--- src/ddmw_pkg.sv ---
// Shared types, constants and helper functions for the differential drive mixer.
package ddmw_pkg;

    // Speed format: signed fixed point, one is 1 << SPEED_FRAC_BITS.
    localparam int SPEED_FRAC_BITS = 14;
    localparam int SPEED_W         = 16;
    localparam int DUTY_W          = 15;
    localparam int TICK_W          = 16;
    localparam int CFG_IDX_W       = 2;
    localparam int CFG_DATA_W      = 16;

    localparam logic signed [SPEED_W-1:0] SPEED_ONE =
        SPEED_W'(1 << SPEED_FRAC_BITS);

    // Item kinds carried on the action field.
    localparam logic ACT_COMMAND = 1'b0;
    localparam logic ACT_TICK    = 1'b1;

    // Configuration register indexes.
    localparam logic [CFG_IDX_W-1:0] CFG_TIMEOUT   = 2'd0;
    localparam logic [CFG_IDX_W-1:0] CFG_MIN_DUTY  = 2'd1;
    localparam logic [CFG_IDX_W-1:0] CFG_TOLERANCE = 2'd2;
    localparam logic [CFG_IDX_W-1:0] CFG_DEADBAND  = 2'd3;

    // Configuration reset values.
    localparam logic [TICK_W-1:0] RST_TIMEOUT   = 16'd8;
    localparam logic [DUTY_W-1:0] RST_MIN_DUTY  = 15'd2458;
    localparam logic [DUTY_W-1:0] RST_TOLERANCE = 15'd16;
    localparam logic [DUTY_W-1:0] RST_DEADBAND  = 15'd164;

    localparam logic [TICK_W-1:0] TICK_MAX = '1;

    typedef struct packed {
        logic [TICK_W-1:0] timeout_ticks;
        logic [DUTY_W-1:0] min_duty;
        logic [DUTY_W-1:0] change_tolerance;
        logic [DUTY_W-1:0] stop_deadband;
    } t_cfg;

    typedef struct packed {
        logic [DUTY_W-1:0] left_duty;
        logic              left_reverse;
        logic [DUTY_W-1:0] right_duty;
        logic              right_reverse;
        logic              drive_written;
        logic              watchdog_stop;
    } t_result;

    // Clamp a mixed sum to the range minus one to plus one.
    function automatic logic signed [SPEED_W-1:0] clamp_one(
        input logic signed [SPEED_W:0] v
    );
        logic signed [SPEED_W:0] one_w;
        one_w = {SPEED_ONE[SPEED_W-1], SPEED_ONE};
        if (v > one_w) begin
            clamp_one = SPEED_ONE;
        end else if (v < -one_w) begin
            clamp_one = -SPEED_ONE;
        end else begin
            clamp_one = v[SPEED_W-1:0];
        end
    endfunction

    // Magnitude of a clamped speed; it never exceeds one, so it fits a duty.
    function automatic logic [DUTY_W-1:0] speed_mag(
        input logic signed [SPEED_W-1:0] v
    );
        logic [SPEED_W-1:0] a;
        a = v[SPEED_W-1] ? SPEED_W'(-v) : SPEED_W'(v);
        speed_mag = a[DUTY_W-1:0];
    endfunction

    // Magnitude of a difference of two clamped speeds.
    function automatic logic [SPEED_W:0] diff_mag(
        input logic signed [SPEED_W:0] v
    );
        diff_mag = v[SPEED_W] ? (SPEED_W+1)'(-v) : (SPEED_W+1)'(v);
    endfunction

endpackage

--- src/ddmw_mix.sv ---
// Mixing, deadband, change filter and watchdog decision for one transaction.
module ddmw_mix import ddmw_pkg::*; (
    input  logic                      i_action,
    input  logic signed [SPEED_W-1:0] i_linear_speed,
    input  logic signed [SPEED_W-1:0] i_turn_rate,
    input  logic signed [SPEED_W-1:0] i_held_left,
    input  logic signed [SPEED_W-1:0] i_held_right,
    input  logic [TICK_W-1:0]         i_idle_ticks,
    input  t_cfg                      i_cfg,
    output t_result                   o_result,
    output logic signed [SPEED_W-1:0] o_held_left,
    output logic signed [SPEED_W-1:0] o_held_right,
    output logic [TICK_W-1:0]         o_idle_ticks
);

    logic signed [SPEED_W:0]   sum_left;
    logic signed [SPEED_W:0]   sum_right;
    logic signed [SPEED_W-1:0] tgt_left;
    logic signed [SPEED_W-1:0] tgt_right;
    logic [SPEED_W:0]          dlt_left;
    logic [SPEED_W:0]          dlt_right;
    logic [DUTY_W-1:0]         mag_left;
    logic [DUTY_W-1:0]         mag_right;
    logic [TICK_W-1:0]         ticks_inc;
    logic                      unchanged;
    logic                      in_deadband;
    logic                      moving;

    // Arcade mix and clamp of both sides.
    assign sum_left  = {i_linear_speed[SPEED_W-1], i_linear_speed}
                     + {i_turn_rate[SPEED_W-1], i_turn_rate};
    assign sum_right = {i_linear_speed[SPEED_W-1], i_linear_speed}
                     - {i_turn_rate[SPEED_W-1], i_turn_rate};
    assign tgt_left  = clamp_one(sum_left);
    assign tgt_right = clamp_one(sum_right);

    // Distance from the held drive and from standstill.
    assign dlt_left  = diff_mag({tgt_left[SPEED_W-1], tgt_left}
                              - {i_held_left[SPEED_W-1], i_held_left});
    assign dlt_right = diff_mag({tgt_right[SPEED_W-1], tgt_right}
                              - {i_held_right[SPEED_W-1], i_held_right});
    assign mag_left  = speed_mag(tgt_left);
    assign mag_right = speed_mag(tgt_right);

    assign unchanged   = (dlt_left < {2'b00, i_cfg.change_tolerance})
                      && (dlt_right < {2'b00, i_cfg.change_tolerance});
    assign in_deadband = (mag_left < i_cfg.stop_deadband)
                      && (mag_right < i_cfg.stop_deadband);

    // Saturating idle count used by the watchdog.
    assign ticks_inc = (i_idle_ticks == TICK_MAX) ? i_idle_ticks : i_idle_ticks + TICK_W'(1);
    assign moving    = (i_held_left != '0) || (i_held_right != '0);

    // Decision and next held state.
    always_comb begin
        o_result     = '0;
        o_held_left  = i_held_left;
        o_held_right = i_held_right;
        o_idle_ticks = i_idle_ticks;
        case (i_action)
            ACT_TICK: begin
                o_idle_ticks = ticks_inc;
                if ((ticks_inc > i_cfg.timeout_ticks) && moving) begin
                    o_held_left            = '0;
                    o_held_right           = '0;
                    o_result.drive_written = 1'b1;
                    o_result.watchdog_stop = 1'b1;
                end
            end
            ACT_COMMAND: begin
                o_idle_ticks = '0;
                if (!unchanged) begin
                    o_result.drive_written = 1'b1;
                    if (in_deadband) begin
                        o_held_left  = '0;
                        o_held_right = '0;
                    end else begin
                        o_held_left            = tgt_left;
                        o_held_right           = tgt_right;
                        o_result.left_reverse  = tgt_left[SPEED_W-1];
                        o_result.right_reverse = tgt_right[SPEED_W-1];
                        o_result.left_duty     =
                            ((mag_left != '0) && (mag_left < i_cfg.min_duty))
                            ? i_cfg.min_duty : mag_left;
                        o_result.right_duty    =
                            ((mag_right != '0) && (mag_right < i_cfg.min_duty))
                            ? i_cfg.min_duty : mag_right;
                    end
                end
            end
            default: begin
                o_result = '0;
            end
        endcase
    end

endmodule

--- src/differential_drive_mixer_watchdog_core.sv ---
// Top level of the differential drive mixer with command watchdog.
// Each transaction is a velocity command (linear speed and turn rate, signed
// Q2.14) or one watchdog tick, and gives exactly one result. The block takes
// one transaction per clock while the result side is not stalled: a
// transaction is captured in an input register, then decided against the held
// drive state and written to the result register once the result slot is
// free, and it is presented there until taken. The held drive and idle count
// are updated in the same cycle the decision is made, which lets the next
// transaction follow directly.
// Configuration writes (timeout, minimum duty, change tolerance, stop
// deadband) are always accepted and should only be made while no transaction
// is in flight; no clearing pass is needed after reset.
module differential_drive_mixer_watchdog_core import ddmw_pkg::*; (
    input  logic                      i_clk,
    input  logic                      i_rst_n,
    // Item input channel.
    input  logic                      i_in_valid,
    output logic                      o_in_ready,
    input  logic                      i_action,
    input  logic signed [SPEED_W-1:0] i_linear_speed,
    input  logic signed [SPEED_W-1:0] i_turn_rate,
    // Result channel.
    output logic                      o_out_valid,
    input  logic                      i_out_ready,
    output logic [DUTY_W-1:0]         o_left_duty,
    output logic                      o_left_reverse,
    output logic [DUTY_W-1:0]         o_right_duty,
    output logic                      o_right_reverse,
    output logic                      o_drive_written,
    output logic                      o_watchdog_stop,
    // Configuration write channel.
    input  logic                      i_cfg_valid,
    output logic                      o_cfg_ready,
    input  logic [CFG_IDX_W-1:0]      i_cfg_index,
    input  logic [CFG_DATA_W-1:0]     i_cfg_data
);

    logic                      r_in_valid;
    logic                      r_in_action;
    logic signed [SPEED_W-1:0] r_in_linear;
    logic signed [SPEED_W-1:0] r_in_turn;
    logic                      r_out_valid;
    t_result                   r_result;
    t_cfg                      r_cfg;
    logic signed [SPEED_W-1:0] r_held_left;
    logic signed [SPEED_W-1:0] r_held_right;
    logic [TICK_W-1:0]         r_idle_ticks;

    t_result                   n_result;
    logic signed [SPEED_W-1:0] n_held_left;
    logic signed [SPEED_W-1:0] n_held_right;
    logic [TICK_W-1:0]         n_idle_ticks;

    logic out_free;
    logic advance;
    logic in_take;

    // Handshake: the input register moves on whenever the result slot frees.
    assign out_free   = !r_out_valid || i_out_ready;
    assign advance    = r_in_valid && out_free;
    assign o_in_ready = !r_in_valid || advance;
    assign in_take    = i_in_valid && o_in_ready;
    assign o_cfg_ready = 1'b1;

    // Input register.
    always_ff @(posedge i_clk) begin
        if (!i_rst_n) begin
            r_in_valid <= 1'b0;
        end else if (o_in_ready) begin
            r_in_valid <= i_in_valid;
        end
        if (in_take) begin
            r_in_action <= i_action;
            r_in_linear <= i_linear_speed;
            r_in_turn   <= i_turn_rate;
        end
    end

    // Decision logic.
    ddmw_mix u_mix (
        .i_action       (r_in_action),
        .i_linear_speed (r_in_linear),
        .i_turn_rate    (r_in_turn),
        .i_held_left    (r_held_left),
        .i_held_right   (r_held_right),
        .i_idle_ticks   (r_idle_ticks),
        .i_cfg          (r_cfg),
        .o_result       (n_result),
        .o_held_left    (n_held_left),
        .o_held_right   (n_held_right),
        .o_idle_ticks   (n_idle_ticks)
    );

    // Result register and drive state.
    always_ff @(posedge i_clk) begin
        if (!i_rst_n) begin
            r_out_valid  <= 1'b0;
            r_held_left  <= '0;
            r_held_right <= '0;
            r_idle_ticks <= '0;
        end else begin
            if (out_free) begin
                r_out_valid <= r_in_valid;
            end
            if (advance) begin
                r_held_left  <= n_held_left;
                r_held_right <= n_held_right;
                r_idle_ticks <= n_idle_ticks;
            end
        end
        if (advance) begin
            r_result <= n_result;
        end
    end

    // Configuration registers.
    always_ff @(posedge i_clk) begin
        if (!i_rst_n) begin
            r_cfg.timeout_ticks    <= RST_TIMEOUT;
            r_cfg.min_duty         <= RST_MIN_DUTY;
            r_cfg.change_tolerance <= RST_TOLERANCE;
            r_cfg.stop_deadband    <= RST_DEADBAND;
        end else if (i_cfg_valid && o_cfg_ready) begin
            case (i_cfg_index)
                CFG_TIMEOUT:   r_cfg.timeout_ticks    <= i_cfg_data;
                CFG_MIN_DUTY:  r_cfg.min_duty         <= i_cfg_data[DUTY_W-1:0];
                CFG_TOLERANCE: r_cfg.change_tolerance <= i_cfg_data[DUTY_W-1:0];
                CFG_DEADBAND:  r_cfg.stop_deadband    <= i_cfg_data[DUTY_W-1:0];
                default: begin
                end
            endcase
        end
    end

    // Result ports.
    assign o_out_valid     = r_out_valid;
    assign o_left_duty     = r_result.left_duty;
    assign o_left_reverse  = r_result.left_reverse;
    assign o_right_duty    = r_result.right_duty;
    assign o_right_reverse = r_result.right_reverse;
    assign o_drive_written = r_result.drive_written;
    assign o_watchdog_stop = r_result.watchdog_stop;

    // A result that rewrote nothing carries no drive.
    a_quiet_result: assert property (@(posedge i_clk) disable iff (!i_rst_n)
        o_out_valid && !o_drive_written |->
            o_left_duty == '0 && o_right_duty == '0
            && !o_left_reverse && !o_right_reverse)
        else $error("result without drive write carries drive values");

    // A watchdog stop is a drive write with zero drive.
    a_stop_is_write: assert property (@(posedge i_clk) disable iff (!i_rst_n)
        o_out_valid && o_watchdog_stop |->
            o_drive_written && o_left_duty == '0 && o_right_duty == '0)
        else $error("watchdog stop reported without a zero drive write");

    // A processed command clears the idle count.
    a_cmd_clears_idle: assert property (@(posedge i_clk) disable iff (!i_rst_n)
        advance && r_in_action == ACT_COMMAND |=> r_idle_ticks == '0)
        else $error("idle count not cleared by a command");

    // Held drive never leaves the clamp range.
    a_held_range: assert property (@(posedge i_clk) disable iff (!i_rst_n)
        r_held_left <= SPEED_ONE && r_held_left >= -SPEED_ONE
        && r_held_right <= SPEED_ONE && r_held_right >= -SPEED_ONE)
        else $error("held drive outside the clamp range");

endmodule

--- config.mk ---
export PLATFORM = sky130hd
export DESIGN_NAME = differential_drive_mixer_watchdog_core
export DESIGN_NICKNAME = d
export VERILOG_FILES = /design/src/ddmw_pkg.sv /design/src/ddmw_mix.sv /design/src/differential_drive_mixer_watchdog_core.sv
export SDC_FILE = /design/constraint.sdc
export NUM_CORES = 1
export LEC_CHECK = 0
export BUFFER_PORTS_ARGS = -buffer_cell sky130_fd_sc_hd__buf_4
export CAP_MARGIN = 20
export CORE_ASPECT_RATIO = 0.75
export CORE_MARGIN = 1
export CORE_UTILIZATION = 50
export CTS_CLUSTER_DIAMETER = 50
export DETAILED_ROUTE_END_ITERATION = 8
export HOLD_SLACK_MARGIN = 0.08
export PLACE_DENSITY = 0.79
export SETUP_SLACK_MARGIN = 0.5
export SLEW_MARGIN = 10
export SYNTH_ARGS = -nofsm -noshare
export SYNTH_HDL_FRONTEND = slang
export SYNTH_SLANG_ARGS = --single-unit
--- constraint.sdc ---
create_clock -name i_clk -period 10.9 [get_ports i_clk]
set_input_delay 2.18 -clock i_clk [delete_from_list [all_inputs] [get_ports i_clk]]
set_output_delay 2.18 -clock i_clk [all_outputs]
set_load 0.05 [all_outputs]
### Yosys cells after proc, flatten, opt, wreduce, memory -nomap -nowiden

Index checks and enable logic that the tools add are counted.

| word-level totals | value |
|---|---|
| bits in registers | 178 |
| output and inout bits | 37 |
| logic and storage cells | 90 |

| cells by class | value |
|---|---|
| magnitude comparators | 11 |
| reductions and logical operators | 23 |
| eq/ne operators | 6 |
| mux-type cells | 22 |
| bitwise operators | 1 |
| add/sub/neg operators | 9 |

Operators by type and width:

| operator | number |
|---|---|
| two-way mux 16 bit | 10 |
| case mux 16 bit (2 select lines) | 3 |
| less-than comparator 15 bit | 4 |
| two-way mux 15 bit | 4 |
| subtractor 16 x 16 -> 17 bit | 3 |
| > comparator 17 x 16 -> 1 bit, second input constant | 2 |
| less-than comparator 17 x 15 -> 1 bit | 2 |
| less-than comparator 17 x 15 -> 1 bit, second input constant | 2 |
| two-way mux 17 bit | 2 |
| negation 17 bit | 2 |
| nonzero test 16 bit | 2 |
| negation 15 bit | 2 |
| nonzero test 15 bit | 2 |
| adder 16 x 16 -> 17 bit | 1 |
| adder 16 x 1 -> 16 bit, second input constant | 1 |
| == test 16 bit, second input constant | 1 |
| > comparator 16 bit | 1 |
| AND reduction 2 bit | 4 |
| logical AND 1 bit | 7 |
| == test 2 bit, second input constant | 2 |
| logical OR 1 bit | 3 |
| AND reduction 3 bit | 1 |
| OR reduction 3 bit | 1 |
| == test 2 x 1 -> 1 bit, second input constant | 1 |
| other kinds (8) | 9 |

### Logic depth before layout (Yosys ltp)

Gate-level depths: netlist (run 1).

| logic depth | value |
|---|---|
| depth after elaboration | 11 |
| depth in mapped cells | 45 |
| gate-level depth less buffers | 39 |

### Modules after synthesis

Synthesis (run 1) repeated with hierarchy kept, for this count alone.

| unflattened totals | value |
|---|---|
| cells, all modules | 1,995 |
| area, all modules | 16,329.4 sq um |

By module, submodules not included:

| module | area each (sq um) | cells an instance | instances |
|---|---|---|---|
| ddmw_mix | 10,272.4 | 1,486 | 1 |
| differential_drive_mixer_watchdog_core | 6,057.1 | 509 | 1 |

### Least setup slack after synthesis (run 1)

OpenSTA, ideal clock, no wires.

| timing path | value |
|---|---|
| path type | reg2reg |
| start point | register r_in_linear[0] |
| end point | register r_held_right[2] |
| cell stages (with the launch flop) | 44 |
| arrival | 8,020 ps |
| library setup time | 72 ps |
| slack | 2,808 ps |
| buffers on the path | 4 |
| required time | 10,828 ps |
| clock period less this slack | 8,092 ps |
| cells stage by stage | edfxtp_1 -> ha_1 -> fa_1 -> nand2b_4 -> a21oi_2 -> a211oi_1 -> nand3_1 -> a2111oi_2 -> and4_1 -> and3_1 -> clkbuf_1 -> nor2_1 -> buf_4 -> nor3_1 -> ha_1 -> a21oi_1 -> o21ai_0 -> o21a_1 -> (+8 left out) -> ha_1 -> a21boi_0 -> o21a_1 -> o21a_1 -> o21a_1 -> o21a_1 -> o21a_1 -> o21a_1 -> o21ai_0 -> nand2b_1 -> a21oi_1 -> o21ai_0 -> a22oi_1 -> o221a_2 -> a31oi_2 -> o21ai_4 -> buf_6 -> mux2i_1 |

| between the ends | value |
|---|---|
| cells in the longest elaborated chain, start to end | 11 |

RTL lines:

| what | line | RTL |
|---|---|---|
| from (decl) | differential_drive_mixer_watchdog_core.sv:40 | `logic signed [SPEED_W-1:0] r_in_linear;` |
| from (signal assigned) | differential_drive_mixer_watchdog_core.sv:74 | `r_in_linear <= i_linear_speed;` |
| adder 16 x 16 -> 17 bit or subtractor 16 x 16 -> 17 bit (tied branches) | ddmw_mix.sv:31, ddmw_mix.sv:33 |  |
| less-than comparator 17 x 15 -> 1 bit | ddmw_pkg.sv:57 | `end else if (v < -one_w) begin` |
| two-way mux 16 bit | ddmw_pkg.sv:57 |  |
| two-way mux 16 bit | ddmw_pkg.sv:55 | `if (v > one_w) begin` |
| subtractor 16 x 16 -> 17 bit (tied with other cells) | ddmw_mix.sv:39 | `- {i_held_left[SPEED_W-1], i_held_left});` |
| negation 17 bit or two-way mux 15 bit (tied branches) | ddmw_pkg.sv:77, ddmw_pkg.sv:69 |  |
| two-way mux 17 bit (tied with other cells) | ddmw_pkg.sv:77 | `diff_mag = v[SPEED_W] ? (SPEED_W+1)'(-v) : (SPEED_W+1)'(v);` |
| less-than comparator 17 x 15 -> 1 bit (tied with other cells) | ddmw_mix.sv:45 | `assign unchanged = (dlt_left < {2'b00, i_cfg.change_tolerance})` |
| logical AND 1 bit or two-way mux 16 bit (tied branches) | ddmw_mix.sv:46, ddmw_mix.sv:74 |  |
| inequality test 2 bit (no line) or two-way mux 16 bit (tied branches) | -- |  |
| AND reduction 3 bit (no line) or case mux 16 bit (2 select lines) (tied branches) | -- |  |
| to (signal assigned) | differential_drive_mixer_watchdog_core.sv:107 | `r_held_right <= n_held_right;` |
| to (decl) | differential_drive_mixer_watchdog_core.sv:46 | `logic signed [SPEED_W-1:0] r_held_right;` |

Several ways; a longest one is shown, not always the timed one. The select of a mux whose other input is x is not followed.
A chain may end at the register's enable or synchronous reset.

### Worst setup path in the final report (run 1)

| timing path | value |
|---|---|
| start point | register r_in_linear[2] |
| end point | register r_held_right[14] |

Same word-level chain as after synthesis.

==> metrics.csv, run 1 <==
stage;metric;value;unit
run_status;status;finished clean;
synth;yosysWarnings;0;
timing;worst_pin_slew;1070;ps
critical_path;r2r_end;r_held_right[14];
timing;setup_violations;0;
hold_path;whs_endpoint;r_cfg[55];
timing;drv_slew;0;
synth;synth_edf_count;67;
place;port_buffers;91;
synth;synth_xor_area_share;6.48;%
synth;synth_area;0.0151;mm²
clocking;numCtsBuffers;17;
cells_and_area;drive_gt1_share;9.43;%
synth;ys_types;91;
critical_path;cp_slowest_cell;o41ai_1;
global_routing;grt_pass1_vias;13000;
critical_path;rrSetupSlack;1150;ps
clocking;cts_root_buf;clkbuf_16;
critical_path;critPathBufInv;1;
global_routing;grt.total_usage;28.4;%
critical_path;rr_startpoint;r_in_linear[2];
power_and_ir_drop;power_leakage;6.99;nW
clocking;ctsResizeCount;0;
die;dieArea;0.0310;mm²
timing;whs;464;ps
critical_path;cp_common_cell;o21a_1;
detailed_routing;routed_wl;43900;µm
power_and_ir_drop;power.total;3.37;mW
synth;synth_top_family_by_area;simple AND/OR/NAND/NOR gates;
power_and_ir_drop;comb_power_share;58.9;%
place;gp_congestion;0.985;
power_and_ir_drop;cellPowerDensity;201;mW/mm²
global_routing;grt.overflow.total;0;
die;dieHeight;153;µm
critical_path;crit_path_end_kind;flop;
synth;ys_seq_elements;178;
clocking;cts_tree;yes;
clocking;clk_latency;460;ps
cells_and_area;fill_cells;2617;
power_and_ir_drop;p_clk_share;18.5;%
synth;muxShareOfSynthArea;5.01;%
timing;slew_headroom;28.2;%
die;initial_core_util;51.5;%
clocking;cts_setup_buffers;0;
timing;fin_crit;9750;ps
clocking;clkTransAtPathRegs;80;ps
power_and_ir_drop;intPower;1.84;mW
hold_path;hp-class;reg -> reg;
clocking;cts_htree_levels;4;
detailed_routing;ant_nets;0;
job;cap_viol_max_count;0;
global_routing;grt_antenna_before_repair;0;
synth;synth_nets;2081;
critical_path;cp_top_family;compound AO/OA/AOI/OAI gates;
critical_path;cp_data_required_time;11270;ps
critical_path;reg2reg_depth;39;
clocking;clk_path_buf_depth;2;
synth;netlist_instances;1854;
synth;syn_area_per_cell;8.16;µm²
cells_and_area;fin_util;57.0;%
timing;rsz0062_at_grt;false;
die;boundaryPins;93;
hold_path;hold_depth;2;
cells_and_area;layout_commonest_cell;nand2_1;
cells_and_area;final_cell_mix;253 x nand2_1, 166 x ha_1, 139 x inv_1;
hold_path;min_from;r_cfg[55];
detailed_routing;avgRoutedWirePerCell;19.0;µm
synth;synth-simple-area-share;20.9;%
synth;ys_async_sr_fraction;0;%
timing;tns;0;ps
detailed_routing;first_pass_iters;6;
clocking;clock-sinks;178;
die;die_x;203;µm
die;rows;54;
timing;fmax;103;MHz
critical_path;crit_arrival;10120;ps
timing;fin_crit_sh;89.5;%
cells_and_area;fin_nets;2134;
power_and_ir_drop;peakVddDrop;0.127;mV
synth;synth_fa_ha_area_share;14.5;%
global_routing;grt_first_pass_wirelength;69400;µm
die;coreArea;0.0294;mm²
power_and_ir_drop;p_seq_share;22.6;%
synth;ys.flop_type;dfxtp_1;
clocking;holdBufCountCts;0;
synth;synth-compound-area-share;19.4;%
power_and_ir_drop;p_sw_share;45.2;%
synth;seq_area_frac_synth;28.0;%
cells_and_area;antennaDiodeCount;0;
critical_path;path_class;reg -> reg;
critical_path;cp_max_fo;32;
detailed_routing;drt_iter0_drc;1495;
cells_and_area;area_growth;10.7;%
detailed_routing;drc;0;
timing;hold_viol;0;
detailed_routing;dr_total_vias;14000;
timing;fin_skew;17.6;ps
critical_path;critPathLaunch;r_in_linear[2];
detailed_routing;vias_per_cell;6.05;
critical_path;crit_path_max_incr_delay;480;ps
place;place_hpwl;34000;µm
critical_path;start_kind;flop;
power_and_ir_drop;switching_power;1.52;mW
global_routing;grt_start_max_net_pins;78;
## power groups by stage
stage                     sequential, mW  combinational [mW]  clock [mW]
after floorplan                    0.829                1.38           0
after global placement             0.773                1.87           0
after detailed placement           0.775                1.92           0
after CTS                          0.760                1.93       0.628
after global routing               0.764                2.18       0.658
final                              0.760                1.98       0.625
## cell type report
cell class                      instances  area [µm²]  share of cell area [%]
Multi-Input combinational cell       1458       10100                    60.2
Inverter                              142         533                    3.18
Tap cell                              392         490                    2.93
Clock inverter                         13         110                   0.657
Timing Repair Buffer                  110         826                    4.93
Clock buffer                           19         475                    2.84
Sequential cell                       178        4230                    25.3
## tightest hold or removal path, stage by stage, from the launching register on
cell	delay [ps]
dfxtp_1	310
nand2_1	40
a21boi_0	60
## synth_stat cells, drive strengths merged, types with 17 or more instances
cell type / instances / area [µm²]
a21boi: 57 / 428
mux2i: 69 / 691
inv: 140 / 526
o21a: 28 / 210
xnor2: 74 / 648
a211oi: 17 / 133
nor2b: 49 / 307
nor3: 33 / 170
nand4: 22 / 138
nor4: 20 / 125
nor2: 134 / 503
clkbuf: 56 / 210
a21oi: 109 / 549
edfxtp: 67 / 2010
xor2: 38 / 333
buf: 20 / 129
o21ai: 76 / 395
a21o: 25 / 188
nand2b: 32 / 208
nand3: 34 / 170
a31oi: 19 / 125
dfxtp: 111 / 2220
ha: 167 / 2090
nand2: 253 / 950
o211ai: 22 / 165
## flip-flops by register name, summed over array words and instances (netlist names), 15 cells and up
name / cells
r_in_turn: 16
r_held_right: 16
r_cfg: 61
r_held_left: 16
r_in_linear: 16
r_idle_ticks: 16
o_right_duty: 15
o_left_duty: 15
## how the worst max path moves through the flow
stage                                  end  slack [ps]  cells past startpoint
after detailed placement   r_held_right[2]        1100                     39
after CTS                 r_held_right[14]        1010                     39
after floorplan            r_held_right[2]        2810                     43
after global routing      r_held_right[14]         530                     39
final                     r_held_right[14]        1150                     39
after global placement      r_held_left[5]        1490                     38
## per-layer routing
layer | up-vias | global-route usage, % | part of all wire, %
met1 | 6668 | 41.6 | 47
met2 | 591 | 40.7 | 41
met3 | 87 | 5.82 | 9.0
met4 | 0 | 10.6 | 3.2
li1 | 6652 | - | -
met5 | - | 0 | 0
## kinds of logic after synthesis
| kind of cell | count (synthesis) |
|---|---|
| xor+xnor | 112 |
| fa+ha+maj | 173 |
| mux | 75 |
| buf+inv | 218 |
| simple gates | 658 |
| compound gates | 439 |
| flops | 178 |
| other cells | 1 |
## through the flow
| step | std cells | cell area, µm² | setup WS [ps] |
|---|---|---|---|
| after CTS | 2309 | 16700 | 1010 |
| after detailed placement | 2277 | 16100 | 1100 |
| after global placement | 2277 | 16100 | 1490 |
| final | 2312 | 16800 | 1150 |
| after floorplan | 1854 | 15100 | 2810 |
| after global routing | 2312 | 16800 | 528 |
(Power assumes the default switching activity.)
==> run 2: changes to the inputs <==
CORE_ASPECT_RATIO = 1.75   (was 0.75)
CTS_BUF_LIST = sky130_fd_sc_hd__clkbuf_4   (was not set)
clock period = 11.1 ns   (was 10.9 ns; I/O delays follow)
==> run 2 against run 1 <==
Effect of this change:
- power is 8.6% lower
- sequential share of layout area rose by 0.51 points
- wire length increased by 2.1%
- combinational power down 2%
- first-iteration DRC count shrank 39%
- clock power down 37%
- maximum frequency is 2.0% lower
- critical path type unchanged
==> metrics.csv, run 2 (same netlist as run 1, synthesis figures left out) <==
stage;metric;value;unit;change
clocking;holdBufCountCts;0;;unchanged
critical_path;endpoint;r_held_right[0];;was r_held_right[14]
cells_and_area;regMostFlops;r_cfg;;unchanged
critical_path;crit_arrival;10570;ps;was 10120 ps
place;place_hpwl;35600;µm;was 34000 µm
critical_path;worst-path-stages;39;;unchanged
critical_path;cp_data_required_time;11720;ps;was 11270 ps
cells_and_area;area_growth;8.47;%;was 10.7%
critical_path;reg2reg_depth;39;;unchanged
critical_path;path_class;reg -> reg;;unchanged
detailed_routing;routed_wl;44800;µm;was 43900 µm
critical_path;start_kind;flop;;unchanged
cells_and_area;layoutNonFillerInstCount;2304;;was 2312
critical_path;cp_max_fo;32;;unchanged
timing;tns;0;ps;unchanged
die;coreArea;0.0296;mm²;was 0.0294 mm²
critical_path;cp_top_family;compound AO/OA/AOI/OAI gates;;unchanged
clocking;clock-sinks;178;;unchanged
die;die_x;134;µm;was 203 µm
detailed_routing;ant_nets;0;;unchanged
hold_path;hp-class;reg -> reg;;unchanged
place;gp_congestion;1.01;;was 0.985
hold_path;hold_depth;2;;unchanged
die;dieArea;0.0310;mm²;about the same
critical_path;crit_path_max_incr_delay;520;ps;was 480 ps
global_routing;grt_pass1_vias;14100;;was 13000
clocking;cts_tree;yes;;unchanged
clocking;cts_setup_buffers;0;;unchanged
critical_path;r2r_end;r_held_right[0];;was r_held_right[14]
detailed_routing;avgRoutedWirePerCell;19.4;µm;was 19.0 µm
timing;fin_skew;30.0;ps;was 17.6 ps
timing;slew_headroom;29.2;%;was 28.2%
clocking;clk_path_buf_depth;2;;unchanged
die;dieHeight;232;µm;was 153 µm
detailed_routing;drt_iter0_drc;918;;was 1495
critical_path;critPathBufInv;4;;was 1
critical_path;crit_path_end_kind;flop;;unchanged
timing;hold_viol;0;;unchanged
cells_and_area;largest_reg_flops;61;;unchanged
critical_path;rrSetupSlack;1150;ps;about the same
global_routing;use_met2;55.0;%;was 40.7%
cells_and_area;drive_gt1_share;9.22;%;was 9.43%
detailed_routing;drc;0;;unchanged
critical_path;cp_common_cell;o21ai_0;;was o21a_1
timing;drv_slew;0;;unchanged
die;initial_core_util;51.1;%;was 51.5%
detailed_routing;first_pass_iters;6;;unchanged
cells_and_area;layout_commonest_cell;nand2_1;;unchanged
power_and_ir_drop;peakVddDrop;0.0862;mV;was 0.127 mV
clocking;cts_htree_levels;4;;unchanged
die;boundaryPins;93;;unchanged
clocking;numCtsBuffers;17;;unchanged
timing;worst_pin_slew;1060;ps;was 1070 ps
cells_and_area;fin_nets;2134;;unchanged
timing;fin_crit;9950;ps;was 9750 ps
global_routing;gr-max-usage-layer;met2;;was met1
global_routing;grt_util_met1;27.2;%;was 41.6%
clocking;clkTransAtPathRegs;170;ps;was 80 ps
run_status;status;finished clean;;unchanged
timing;rsz0062_at_grt;false;;unchanged
clocking;cts_root_buf;clkbuf_4;;was clkbuf_16
place;dp_cells;2270;;was 2277
clocking;clk_latency;690;ps;was 460 ps
global_routing;grt_start_max_net_pins;112;;was 78
critical_path;rr_startpoint;r_in_turn[0];;was r_in_linear[2]
power_and_ir_drop;power_leakage;6.84;nW;was 6.99 nW
timing;fmax;100;MHz;was 103 MHz
place;port_buffers;91;;unchanged
critical_path;cp_slowest_cell;a2111oi_2;;was o41ai_1
detailed_routing;dr_total_vias;13900;;was 14000
global_routing;grt_antenna_before_repair;1;;was 0
global_routing;grt.overflow.total;0;;unchanged
place;placed_area;0.0161;mm²;about the same
global_routing;use_met3;4.43;%;was 5.82%
power_and_ir_drop;cellPowerDensity;187;mW/mm²;was 201 mW/mm²
detailed_routing;vias_per_cell;6.05;;about the same
job;cap_viol_max_count;0;;unchanged
timing;setup_violations;0;;unchanged
critical_path;critPathLaunch;r_in_turn[0];;was r_in_linear[2]
global_routing;grt.total_usage;29.1;%;was 28.4%
global_routing;grt_first_pass_wirelength;70100;µm;was 69400 µm
timing;fin_crit_sh;89.7;%;was 89.5%
die;rows;83;;was 54
cells_and_area;final_cell_mix;253 x nand2_1, 167 x ha_1, 139 x inv_1;;was 253 x nand2_1, 166 x ha_1, 139 x inv_1
cells_and_area;stdcell_area;0.0164;mm²;was 0.0168 mm²
[run 2: cell types whose count changed in the layout (fill, tap and decap cells not counted), sizes merged]
cell      previous run  this run
clkbuf              20        17
bufinv               0         1
buf                109       110
clkinvlp             1         3
diode                0         2
inv                148       147
[run 2: worst min-delay path, stage by stage (launching register included)]
cell,delay (ps)
dfxtp_1,340
nand2_1,50
a21boi_0,60
[run 2: repair_timing]
| item | in CTS | in global routing |
|---|---|---|
| hold endpoints to repair | 0 | 0 |
| endpoints found under the setup margin | 0 | 32 |
| gates resized for setup | 0 | 1 |
[run 2: worst min-delay path by stage]
stage | startpoint | end | slack, ps
floorplan | r_cfg[10] | r_cfg[10] | 440
global placement | r_cfg[56] | r_cfg[56] | 450
detailed placement | r_cfg[54] | r_cfg[54] | 460
CTS | r_cfg[54] | r_cfg[54] | 480
global route | r_cfg[10] | r_cfg[10] | 500
finish | r_cfg[13] | r_cfg[13] | 480
[run 2: stage by stage]
| step | utilization, % | setup slack (ps) | hold slack [ps] | total power, mW |
|---|---|---|---|---|
| finish | 55.5 | 1150 | 482 | 3.08 |
| detailed placement | 54.5 | 1270 | 461 | 2.66 |
| global placement | 54.5 | 1580 | 454 | 2.61 |
| global route | 55.5 | 607 | 504 | 3.29 |
| floorplan | - | 3010 | 443 | 2.17 |
| CTS | 55.5 | 1230 | 480 | 3.05 |
[run 2: cell type report]
cell class                 instances  area [µm²]
tap                              382         478
clock inverter                    15         166
clock buffer                      17         128
inverter                         142         533
fill                            2682       13200
antenna                            2        5.00
timing repair buffer             110         826
multi-input combinational       1458       10000
sequential                       178        4230
[run 2: power by group]
part / leakage, nW / total, mW / switching [mW] / internal [mW]
Sequential: 1.54 / 0.747 / 0.0190 / 0.728
Clock: 0.150 / 0.395 / 0.273 / 0.122
Combinational: 5.15 / 1.94 / 1.18 / 0.759
Total: 6.84 / 3.08 / 1.47 / 1.61
[run 2: routing by layer]
metal  part of all wire, %  vias to the layer above
met4                   8.7                        0
li1                      -                     6667
met3                   4.7                      218
met5                     0                        -
met1                    35                     6547
met2                    52                      502
==> run 3: changes to the inputs <==
ABC_AREA = 1   (was not set)
CAP_MARGIN = not set   (was 20)
==> run 3 against run 2 <==
Effect of this change:
- clock skew down 3.1 ps
- wire length up 9.8%
- maximum frequency up 17%
- combinational power up 27%
- critical path type unchanged
- largest cell class unchanged
==> metrics.csv, run 3 <==
stage;metric;value;unit;change
run_status;status;finished clean;;unchanged
critical_path;cp_data_required_time;11680;ps;was 11720 ps
cells_and_area;fin_nets;2542;;was 2134
cells_and_area;stdcell_area;0.0166;mm²;was 0.0164 mm²
global_routing;grt_first_pass_wirelength;76900;µm;was 70100 µm
synth;synthTopCellsByArea;dfxtp_1 14%, nand2_1 14%, ha_1 14%, edfxtp_1 13%, inv_1 7.3%;;was dfxtp_1 15%, ha_1 14%, edfxtp_1 13%, nand2_1 6.3%, mux2i_1 4.6%
power_and_ir_drop;cellPowerDensity;221;mW/mm²;was 187 mW/mm²
critical_path;crit_arrival;9050;ps;was 10570 ps
clocking;cts_root_buf;clkbuf_4;;unchanged
detailed_routing;drc;0;;unchanged
critical_path;cp_common_cell;nand2_1;;was o21ai_0
clocking;cts_setup_buffers;0;;unchanged
power_and_ir_drop;p_sw_share;52.8;%;was 47.7%
place;dp_slack;2850;ps;was 1270 ps
die;die_x;135;µm;was 134 µm
cells_and_area;layout_commonest_cell;nand2_1;;unchanged
timing;fin_crit;8470;ps;was 9950 ps
synth;synth_top_cell_area_share;14.5;%;was 14.7%
cells_and_area;final_cell_mix;562 x nand2_1, 297 x inv_1, 221 x a21oi_1;;was 253 x nand2_1, 167 x ha_1, 139 x inv_1
synth;ys.flop_type;dfxtp_1;;unchanged
critical_path;critPathLaunch;r_in_linear[0];;was r_in_turn[0]
timing;drv_slew;0;;unchanged
clocking;cts_htree_levels;4;;unchanged
global_routing;grt.total_usage;32.1;%;was 29.1%
synth;ys_seq_elements;178;;unchanged
timing;rsz0062_at_grt;false;;unchanged
hold_path;hp-class;reg -> reg;;unchanged
global_routing;grt_pass1_vias;15100;;was 14100
global_routing;grt_start_max_net_pins;92;;was 112
synth;synth_edf_count;67;;unchanged
timing;hold_viol;0;;unchanged
place;port_buffers;91;;unchanged
detailed_routing;routed_wl;49200;µm;was 44800 µm
clocking;cts_tree;yes;;unchanged
detailed_routing;ant_nets;0;;unchanged
hold_path;hold_depth;2;;unchanged
critical_path;rrSetupSlack;2630;ps;was 1150 ps
timing;fin_skew;26.9;ps;was 30.0 ps
synth;synth.largest_area_cell;dfxtp_1;;unchanged
clocking;clk_path_buf_depth;2;;unchanged
die;initial_core_util;51.0;%;was 51.1%
synth;yosys.cell_count.top_type;nand2_1;;unchanged
clocking;clk_latency;690;ps;about the same
die;rows;84;;was 83
place;place_hpwl;39200;µm;was 35600 µm
die;dieArea;0.0315;mm²;was 0.0310 mm²
global_routing;grt.overflow.total;0;;unchanged
place;placed_area;0.0163;mm²;was 0.0161 mm²
clocking;numCtsBuffers;17;;unchanged
synth;netlist_instances;2254;;was 1854
synth;ys_async_sr_fraction;0;%;unchanged
timing;fin_crit_sh;76.3;%;was 89.7%
critical_path;r2r_end;r_held_left[15];;was r_held_right[0]
synth;ys_top_cells_by_count;562 x nand2_1, 298 x inv_1, 221 x a21oi_1;;was 253 x nand2_1, 167 x ha_1, 139 x inv_1
timing;worst_pin_slew;1010;ps;was 1060 ps
critical_path;endpoint;r_held_left[15];;was r_held_right[0]
synth;syn_area_per_cell;6.82;µm²;was 8.16 µm²
critical_path;path_class;reg -> reg;;unchanged
timing;slew_headroom;32.1;%;was 29.2%
power_and_ir_drop;comb_power_share;67.2;%;was 62.9%
detailed_routing;vias_per_cell;5.68;;was 6.05
synth;synth_area;0.0154;mm²;was 0.0151 mm²
detailed_routing;avgRoutedWirePerCell;18.1;µm;was 19.4 µm
clocking;clkTransAtPathRegs;180;ps;was 170 ps
die;dieHeight;234;µm;was 232 µm
critical_path;crit_path_end_kind;flop;;unchanged
synth;seq_area_frac_synth;27.5;%;was 28.0%
die;coreArea;0.0302;mm²;was 0.0296 mm²
timing;tns;0;ps;unchanged
cells_and_area;drive_gt1_share;10.7;%;was 9.22%
critical_path;reg2reg_depth;50;;was 39
power_and_ir_drop;intPower;1.73;mW;was 1.61 mW
critical_path;rr_startpoint;r_in_linear[0];;was r_in_turn[0]
timing;fmax;118;MHz;was 100 MHz
detailed_routing;drt_iter0_drc;1116;;was 918
detailed_routing;first_pass_iters;8;;was 6
power_and_ir_drop;power_leakage;8.02;nW;was 6.84 nW
power_and_ir_drop;switching_power;1.94;mW;was 1.47 mW
cells_and_area;area_growth;8.03;%;was 8.47%
synth;yosysWarnings;0;;unchanged
power_and_ir_drop;p_clk_share;11.4;%;was 12.8%
cells_and_area;regMostFlops;r_cfg;;unchanged
clocking;ctsResizeCount;0;;unchanged
timing;setup_ws;2630;ps;was 1150 ps
die;boundaryPins;93;;unchanged
critical_path;cp_slowest_cell;nor2_1;;was a2111oi_2
job;cap_viol_max_count;0;;unchanged
power_and_ir_drop;peakVddDrop;0.107;mV;was 0.0862 mV
detailed_routing;dr_total_vias;15400;;was 13900
clocking;holdBufCountCts;0;;unchanged
critical_path;cp_max_fo;58;;was 32
power_and_ir_drop;power.total;3.67;mW;was 3.08 mW
cells_and_area;largest_reg_flops;61;;unchanged
place;gp_congestion;0.986;;was 1.01
critical_path;start_kind;flop;;unchanged
power_and_ir_drop;p_seq_share;21.4;%;was 24.3%
clocking;clock-sinks;178;;unchanged
synth;ys_types;58;;was 91
synth;synth_nets;2481;;was 2081
global_routing;grt_antenna_before_repair;2;;was 1
timing;setup_violations;0;;unchanged
critical_path;crit_path_max_incr_delay;450;ps;was 520 ps
-- run 3: changes by cell type in the layout (fill, tap and decap cells not counted), sizes merged, moves of 23 or more --
| cell | delta |
|---|---|
| mux2i | -69 |
| a21boi | -56 |
| nand2b | -32 |
| o21ai | +23 |
| nand3 | +132 |
| o21a | -23 |
| nor2b | -49 |
| nand2 | +336 |
| nor2 | +60 |
| inv | +186 |
| a21oi | +136 |
| xnor2 | -57 |
-- run 3: cell type report --
cell class,count,area (µm²)
clock buffers,17,128
clock inverters,15,185
diodes,1,2.50
fillers,2946,13600
inverters,327,1230
multi-input cells,1684,9550
flip-flops and latches,178,4230
well taps,387,484
repair buffers,107,803
-- run 3: worst max-delay path: cells and delay by family, from the launching register on --
family                   cells  cell delay, ps
AO/OA/AOI/OAI               10            1650
AND/OR/NAND/NOR             31            3820
adder cells (fa/ha/maj)      5            1610
buffers and inverters        4             770
flip-flops                   1             440
-- run 3: power groups by stage --
stage                     logic, mW  registers, mW  clock network (mW)
after floorplan                1.74          0.862                   0
after global placement         2.34          0.796                   0
after detailed placement       2.41          0.799                   0
after CTS                      2.42          0.784               0.428
after global routing           2.74          0.790               0.445
final                          2.46          0.785               0.419
-- run 3: through the flow --
step                      hold slack (ps)  instances  util (%)
final                                 473       2716      55.1
after global routing                  495       2716      55.1
after CTS                             477       2715      55.1
after detailed placement              456       2683      54.0
after global placement                447       2683      54.0
after floorplan                       435       2254         -
-- run 3: metal layers --
layer / share of wire, % / vias up / GRT usage (%)
met3: 5.1 / 234 / 4.73
li1: - / 7537 / -
met4: 9.1 / 0 / 27.8
met1: 34 / 7071 / 29.6
met2: 52 / 596 / 60.9
met5: 0 / - / 0.159
-- run 3: worst min path at each step --
stage | end | from
2_1_floorplan | r_cfg[46] | r_cfg[46]
3_3_place_gp | r_cfg[59] | r_cfg[59]
3_5_place_dp | r_cfg[52] | r_cfg[52]
4_1_cts | r_cfg[54] | r_cfg[54]
5_1_grt | r_cfg[54] | r_cfg[54]
6_report | r_cfg[54] | r_cfg[54]
-- run 3: cells by family after synthesis --
| kind of cell | Yosys count | share of synthesized area (%) |
|---|---|---|
| other | 1 | 0.0244 |
| buffers and inverters | 392 | 10.4 |
| AO/OA/AOI/OAI | 396 | 14.7 |
| AND/OR/NAND/NOR | 1053 | 29.6 |
| adder cells (fa/ha/maj) | 171 | 14.1 |
| flip-flops | 178 | 27.5 |
| XOR/XNOR | 63 | 3.71 |
